`src/hdl/rhsv_pkg.sv`:
```
// constants, types and the division step shared by the rgb to hsv pipeline
`default_nettype none

package rhsv_pkg;

    localparam int unsigned ChW           = 8;
    localparam int unsigned RemW          = 2 * ChW;
    localparam int unsigned HueProdW      = 14;
    localparam int unsigned QuoW          = ChW;
    localparam int unsigned StepsPerStage = 2;
    localparam int unsigned DivStages     = QuoW / StepsPerStage;

    localparam logic [ChW-1:0] HueBaseRed   = 8'd0;
    localparam logic [ChW-1:0] HueBaseGreen = 8'd85;
    localparam logic [ChW-1:0] HueBaseBlue  = 8'd171;
    localparam logic [5:0]     HueScale     = 6'd43;

    // one item as it moves through the shared long-division stages
    typedef struct packed {
        logic [RemW-1:0]     sat_rem;
        logic [ChW-1:0]      sat_div;
        logic [QuoW-1:0]     sat_q;
        logic [HueProdW-1:0] hue_rem;
        logic [ChW-1:0]      hue_div;
        logic [QuoW-1:0]     hue_q;
        logic [ChW-1:0]      base;
        logic                neg;
        logic [ChW-1:0]      value;
    } t_div;

    // one restoring division step for both quotients at quotient bit qbit
    function automatic t_div div_step(input t_div d, input int unsigned qbit);
        t_div            r;
        logic [RemW-1:0] sat_sh;
        logic [RemW-1:0] hue_sh;
        logic [RemW-1:0] hue_ext;
        r       = d;
        sat_sh  = {{(RemW-ChW){1'b0}}, d.sat_div} << qbit;
        hue_sh  = {{(RemW-ChW){1'b0}}, d.hue_div} << qbit;
        hue_ext = {{(RemW-HueProdW){1'b0}}, d.hue_rem};
        if (d.sat_rem >= sat_sh) begin
            r.sat_rem = d.sat_rem - sat_sh;
            r.sat_q[qbit[2:0]] = 1'b1;
        end
        if (hue_ext >= hue_sh) begin
            r.hue_rem = HueProdW'(hue_ext - hue_sh);
            r.hue_q[qbit[2:0]] = 1'b1;
        end
        return r;
    endfunction

endpackage

`default_nettype wire

```
`src/hdl/rgb_to_hsv_pixel.sv`:
```
// rgb to hsv pixel converter, pipelined, one pixel per clock while the output is not stalled
//
// input channel: i_valid / o_ready with i_red, i_green, i_blue (8 bits each)
// output channel: o_valid / i_ready with o_hue, o_saturation, o_brightness
// brightness is the largest channel; saturation is 255*(max-min)/max and hue
// is 0, 85 or 171 plus 43*diff/(max-min), truncated toward zero, mod 256
// from input transfer to output valid the pixel passes 7 register stages,
// the first loaded at the transfer edge itself:
//   stage 1 max/min and channel difference, stage 2 the two constant
//   multiplies, stages 3..6 two quotient bits per stage for both divisions,
//   stage 7 hue/saturation fixup into the output register
// throughput is one pixel per clock while i_ready is high, as the divider is fully pipelined
// all stages advance together; when the receiver holds i_ready low with a
// result waiting, the whole pipeline holds and o_ready drops, nothing lost
// reset clears every valid bit; data registers are not reset
`default_nettype none

module rgb_to_hsv_pixel (
    input  wire logic                    i_clk,
    input  wire logic                    i_rst_n,
    input  wire logic                    i_valid,
    output logic                         o_ready,
    input  wire logic [rhsv_pkg::ChW-1:0] i_red,
    input  wire logic [rhsv_pkg::ChW-1:0] i_green,
    input  wire logic [rhsv_pkg::ChW-1:0] i_blue,
    output logic                         o_valid,
    input  wire logic                    i_ready,
    output logic [rhsv_pkg::ChW-1:0]     o_hue,
    output logic [rhsv_pkg::ChW-1:0]     o_saturation,
    output logic [rhsv_pkg::ChW-1:0]     o_brightness
);

    localparam int unsigned ChW       = rhsv_pkg::ChW;
    localparam int unsigned DivStages = rhsv_pkg::DivStages;
    localparam int unsigned HueProdW  = rhsv_pkg::HueProdW;

    logic w_en;

    // stage 1 registers
    logic           r_s1_valid;
    logic [ChW-1:0] r_s1_value;
    logic [ChW-1:0] r_s1_span;
    logic [ChW-1:0] r_s1_base;
    logic           r_s1_neg;
    logic [ChW-1:0] r_s1_mag;

    logic [ChW-1:0] n_s1_value;
    logic [ChW-1:0] n_s1_min;
    logic [ChW-1:0] n_s1_base;
    logic [ChW-1:0] n_s1_a;
    logic [ChW-1:0] n_s1_b;

    // division pipeline: entry 0 is written by the multiply stage
    rhsv_pkg::t_div r_div   [0:DivStages];
    logic           r_dvalid[0:DivStages];
    rhsv_pkg::t_div n_div0;

    // output stage
    logic           r_out_valid;
    logic [ChW-1:0] r_hue;
    logic [ChW-1:0] r_sat;
    logic [ChW-1:0] r_val;
    logic [ChW-1:0] n_sat;
    logic [ChW-1:0] n_hue;

    assign w_en    = !r_out_valid || i_ready;
    assign o_ready = w_en;

    // stage 1: max, min, base and signed difference of the other two
    always_comb begin
        n_s1_value = i_red;
        if (i_green > n_s1_value) n_s1_value = i_green;
        if (i_blue > n_s1_value) n_s1_value = i_blue;
        n_s1_min = i_red;
        if (i_green < n_s1_min) n_s1_min = i_green;
        if (i_blue < n_s1_min) n_s1_min = i_blue;
        // red wins a tie, then green
        if (n_s1_value == i_red) begin
            n_s1_base = rhsv_pkg::HueBaseRed;
            n_s1_a    = i_green;
            n_s1_b    = i_blue;
        end else if (n_s1_value == i_green) begin
            n_s1_base = rhsv_pkg::HueBaseGreen;
            n_s1_a    = i_blue;
            n_s1_b    = i_red;
        end else begin
            n_s1_base = rhsv_pkg::HueBaseBlue;
            n_s1_a    = i_red;
            n_s1_b    = i_green;
        end
    end

    always_ff @(posedge i_clk) begin
        if (!i_rst_n) begin
            r_s1_valid <= 1'b0;
        end else if (w_en) begin
            r_s1_valid <= i_valid;
        end
    end

    always_ff @(posedge i_clk) begin
        if (w_en) begin
            r_s1_value <= n_s1_value;
            r_s1_span  <= n_s1_value - n_s1_min;
            r_s1_base  <= n_s1_base;
            r_s1_neg   <= (n_s1_a < n_s1_b);
            r_s1_mag   <= (n_s1_a < n_s1_b) ? (n_s1_b - n_s1_a) : (n_s1_a - n_s1_b);
        end
    end

    // stage 2: 255*span and 43*|diff|
    always_comb begin
        n_div0         = '0;
        n_div0.sat_rem = {r_s1_span, {ChW{1'b0}}} - {{ChW{1'b0}}, r_s1_span};
        n_div0.sat_div = r_s1_value;
        n_div0.hue_rem = HueProdW'(rhsv_pkg::HueScale) * HueProdW'(r_s1_mag);
        n_div0.hue_div = r_s1_span;
        n_div0.base    = r_s1_base;
        n_div0.neg     = r_s1_neg;
        n_div0.value   = r_s1_value;
    end

    always_ff @(posedge i_clk) begin
        if (!i_rst_n) begin
            r_dvalid[0] <= 1'b0;
        end else if (w_en) begin
            r_dvalid[0] <= r_s1_valid;
        end
    end

    always_ff @(posedge i_clk) begin
        if (w_en) begin
            r_div[0] <= n_div0;
        end
    end

    // stages 3..6: two quotient bits per stage, msb first
    for (genvar k = 0; k < DivStages; k++) begin : g_div
        rhsv_pkg::t_div n_div;

        always_comb begin
            n_div = r_div[k];
            for (int j = 0; j < rhsv_pkg::StepsPerStage; j++) begin
                n_div = rhsv_pkg::div_step(n_div,
                    rhsv_pkg::QuoW - 1 - k * rhsv_pkg::StepsPerStage - j);
            end
        end

        always_ff @(posedge i_clk) begin
            if (!i_rst_n) begin
                r_dvalid[k+1] <= 1'b0;
            end else if (w_en) begin
                r_dvalid[k+1] <= r_dvalid[k];
            end
        end

        always_ff @(posedge i_clk) begin
            if (w_en) begin
                r_div[k+1] <= n_div;
            end
        end
    end

    // stage 7: black and gray pixels, signed hue term, wrap mod 256
    always_comb begin
        n_sat = (r_div[DivStages].value == '0) ? '0 : r_div[DivStages].sat_q;
        if (n_sat == '0) begin
            n_hue = '0;
        end else if (r_div[DivStages].neg) begin
            n_hue = r_div[DivStages].base - r_div[DivStages].hue_q;
        end else begin
            n_hue = r_div[DivStages].base + r_div[DivStages].hue_q;
        end
    end

    always_ff @(posedge i_clk) begin
        if (!i_rst_n) begin
            r_out_valid <= 1'b0;
        end else if (w_en) begin
            r_out_valid <= r_dvalid[DivStages];
        end
    end

    always_ff @(posedge i_clk) begin
        if (w_en) begin
            r_hue <= n_hue;
            r_sat <= n_sat;
            r_val <= r_div[DivStages].value;
        end
    end

    assign o_valid      = r_out_valid;
    assign o_hue        = r_hue;
    assign o_saturation = r_sat;
    assign o_brightness = r_val;

endmodule

`default_nettype wire
```
`config.mk`:
```
export PLATFORM = sky130hd
export DESIGN_NAME = rgb_to_hsv_pixel
export DESIGN_NICKNAME = d
export VERILOG_FILES = /design/src/hdl/rhsv_pkg.sv /design/src/hdl/rgb_to_hsv_pixel.sv
export SDC_FILE = /design/constraint.sdc
export NUM_CORES = 1
export LEC_CHECK = 0
export BUFFER_PORTS_ARGS = -buffer_cell sky130_fd_sc_hd__buf_2
export CAP_MARGIN = 25
export CORE_MARGIN = 3
export CORE_UTILIZATION = 60
export DETAILED_ROUTE_END_ITERATION = 8
export HOLD_SLACK_MARGIN = 0.1
export PLACE_DENSITY = 0.77
export SYNTH_ARGS = -nofsm -noshare
export SYNTH_HDL_FRONTEND = slang
export SYNTH_SLANG_ARGS = --single-unit
```
`constraint.sdc`:
```
create_clock -name i_clk -period 13.3 [get_ports i_clk]
set_input_delay 0.665 -clock i_clk [delete_from_list [all_inputs] [get_ports i_clk]]
set_output_delay 0.665 -clock i_clk [all_outputs]
set_load 0.02 [all_outputs]
```
==> key figures <==
Yosys
  – Post-synthesis sequential area ratio: 0.447
  – Commonest cells post-synth: edfxtp_1, inv_1, ha_1
  – Ys flop type: edfxtp_1
  – Post-synth EDFFs: 304
  – Yosys warnings: 0
  – FF+latch count, synth: 307
  – Synth top area cells: edfxtp_1, ha_1, inv_1, xnor2_1, a21oi_1
  – Yosys cell types: 80
  – Count leader, synth: edfxtp_1
  – Fraction of registers with async set/reset: 0
  – Top cell type's share of synthesized area: 0.444
  – Mapped Cells: 1928
  – Area leader, netlist: edfxtp_1
  – Synthesized cell area: 20600 um2
  – Post-Syn Nets: 2198
  – Syn_area_per_cell: 10.7 um2

Critical path
  – Worst Setup End Kind: register
  – Reg2Reg Launch Point: r_div[0][213]
  – Reg2reg setup slack: 7260 ps
  – Crit path kind: input pin to register
  – Slowest-stage cell, CP: a222oi_1
  – Element type at the critical path start: input pin
  – CP peak stage delay: 610 ps
  – Most used cell, CP: a21o_1
  – Worst reg2reg path depth: 19
  – CP Data Arrival Time: 8840 ps
  – CP required: 13550 ps
  – FF-to-FF End: r_div[0][313]
  – Worst Path Max Fanout: 37

Global route
  – GRT Resource Usage Total: 0.225
  – Maximum number of pins on one net before global-route repair: 93
  – Vias in the first global route: 14200
  – First-pass GRT wire length: 67.3 mm
  – Initial antenna violation count: 2
  – GRT overflow: 0

Floorplanning
  – Initial Util: 0.610
  – Die ar.: 36500 um2
  – Core area: 33700 um2
  – # IOs: 54
  – Die H: 191 um
  – Chip Width: 191 um
  – Rows: 67

Routing
  – Via count: 14200
  – WL/cell: 16.5 um
  – Antenna-violating nets left: 0
  – DRC Markers: 0
  – Final wirelength: 40.5 mm
  – Avg Vias per Cell: 5.79
  – Number of detailed-route iterations in the first pass: 5
  – DR iter-0 viols: 771

Timing
  – Fin. Hold Viols: 0
  – Slew margin rel.: 0.341
  – Layout Skew: 19.3 ps
  – Final count of pins violating max slew: 0
  – Tcrit/Tclk final: 0.646
  – Unrepaired setup endpoints after global routing: false
  – Worst-Margin Slew: 985 ps
  – Max Fclk: 116 MHz
  – Final Critical Period: 8590 ps
  – Setup violations, final: 0
  – Setup_tns: 0 ps

Worst hold path
  – Sink of the worst hold path: r_s1_valid
  – Hold Startpoint: i_valid
  – Min-delay worst type: input pin to register
  – Hold path cells: 3

Place
  – Post-DP HPWL: 31.1 mm
  – Buffers on Ports: 53
  – Routability Congestion: 0.893

Finish
  – Fin nets: 2258
  – Share of cells above drive strength 1: 0.0911
  – Number of antenna diodes: 0
  – Area grow syn2layout: 8.73%

Clock network
  – Post-CTS Setup Inserts: 0
  – Num Clock Sinks: 307
  – Clock transition at path regs: 60 ps
  – # H-tree levels: 2
  – CTS tree: done
  – Clk Latency, worst-skew pair: 520 ps
  – Max Root-Sink Buffers: 3
  – Post-cts repair resize count: 0
  – Hold-fix buffers at CTS: 0
  – CTS Buf Count: 34
  – Root cell of the clock tree: clkbuf_16

Job
  – Max_cap viols: 0

Run status
  – Outcome: finished, final reports clean
through the flow:
| step | setup slack [ps] | cells | utilization | instance area (um2) | hold slack (ps) |
|---|---|---|---|---|---|
| floorplan | 5240 | 1928 | - | 20600 | 400 |
| global placement | 4070 | 2396 | 0.633 | 21300 | 401 |
| detailed placement | 3860 | 2397 | 0.633 | 21300 | 405 |
| CTS | 4360 | 2453 | 0.662 | 22300 | 387 |
| global route | 4000 | 2456 | 0.664 | 22400 | 403 |
| finish | 4710 | 2456 | 0.664 | 22400 | 401 |
flip-flops by register name, summed over array words and instances, names as in the netlist:
name and cells:
r_div 248, r_dvalid 5, r_s1_base 3, r_s1_span 8
o_hue 8, o_valid 1, r_s1_value 8, o_saturation 8
o_brightness 8, r_s1_valid 1, r_s1_mag 8, r_s1_neg 1
worst max-delay path, delay by kind of cell:
family	cells	cell delay [ps]
compound gates	14	3030
fa+ha+maj	3	1000
buf+inv	4	760
mux	2	570
simple gates	9	2800
worst max-delay path by stage:
stage	start	end	slack [ps]	cells after the start
6_report	i_red[7]	r_s1_mag[7]	4710	32
5_1_grt	i_red[7]	r_s1_mag[7]	4000	32
4_1_cts	i_red[7]	r_s1_mag[7]	4360	31
3_5_place_dp	i_red[7]	r_s1_mag[7]	3860	31
3_3_place_gp	i_red[6]	r_s1_mag[7]	4070	31
2_1_floorplan	i_red[6]	r_s1_mag[6]	5240	36
logic make-up after synthesis:
logic type      Yosys count  synth area share
xor+xnor                121            0.0515
mux                      84            0.0439
fa+ha+maj               242             0.157
simple gates            469             0.114
flops                   307             0.447
compound gates          435             0.136
buf+inv                 270            0.0505
area by class of cell:
type                    count  area (um2)
repair buffers             67         390
inverters                 227         860
fillers                  2557       11300
clock buffers              42         881
well taps                 448         561
flip-flops and latches    307        9190
clock inverters            14         120
multi-input cells        1351       10400
cell usage in the layout, fill, tap and decap left out, types with 39 or more instances in the layout:
cell type,synthesis,routed
a21o_1,59,59
a21oi_1,130,130
buf_2,3,53
edfxtp_1,304,304
ha_1,215,215
inv_1,226,225
mux2_2,50,50
nand2_1,90,90
nor2_1,145,145
nor2b_1,40,40
o21ai_0,95,95
xnor2_1,82,82
xor2_1,39,39
layer usage:
| layer | share of wire | track usage | up-vias |
|---|---|---|---|
| met5 | 0.00054 | 0 | - |
| met1 | 0.42 | 0.270 | 6771 |
| met4 | 0.041 | 0.0917 | 4 |
| met2 | 0.50 | 0.411 | 253 |
| li1 | - | - | 7087 |
| met3 | 0.034 | 0.0268 | 108 |
Power is not shown: default switching activity piles up to over one toggle a cycle in this logic, so the estimate is an artifact.
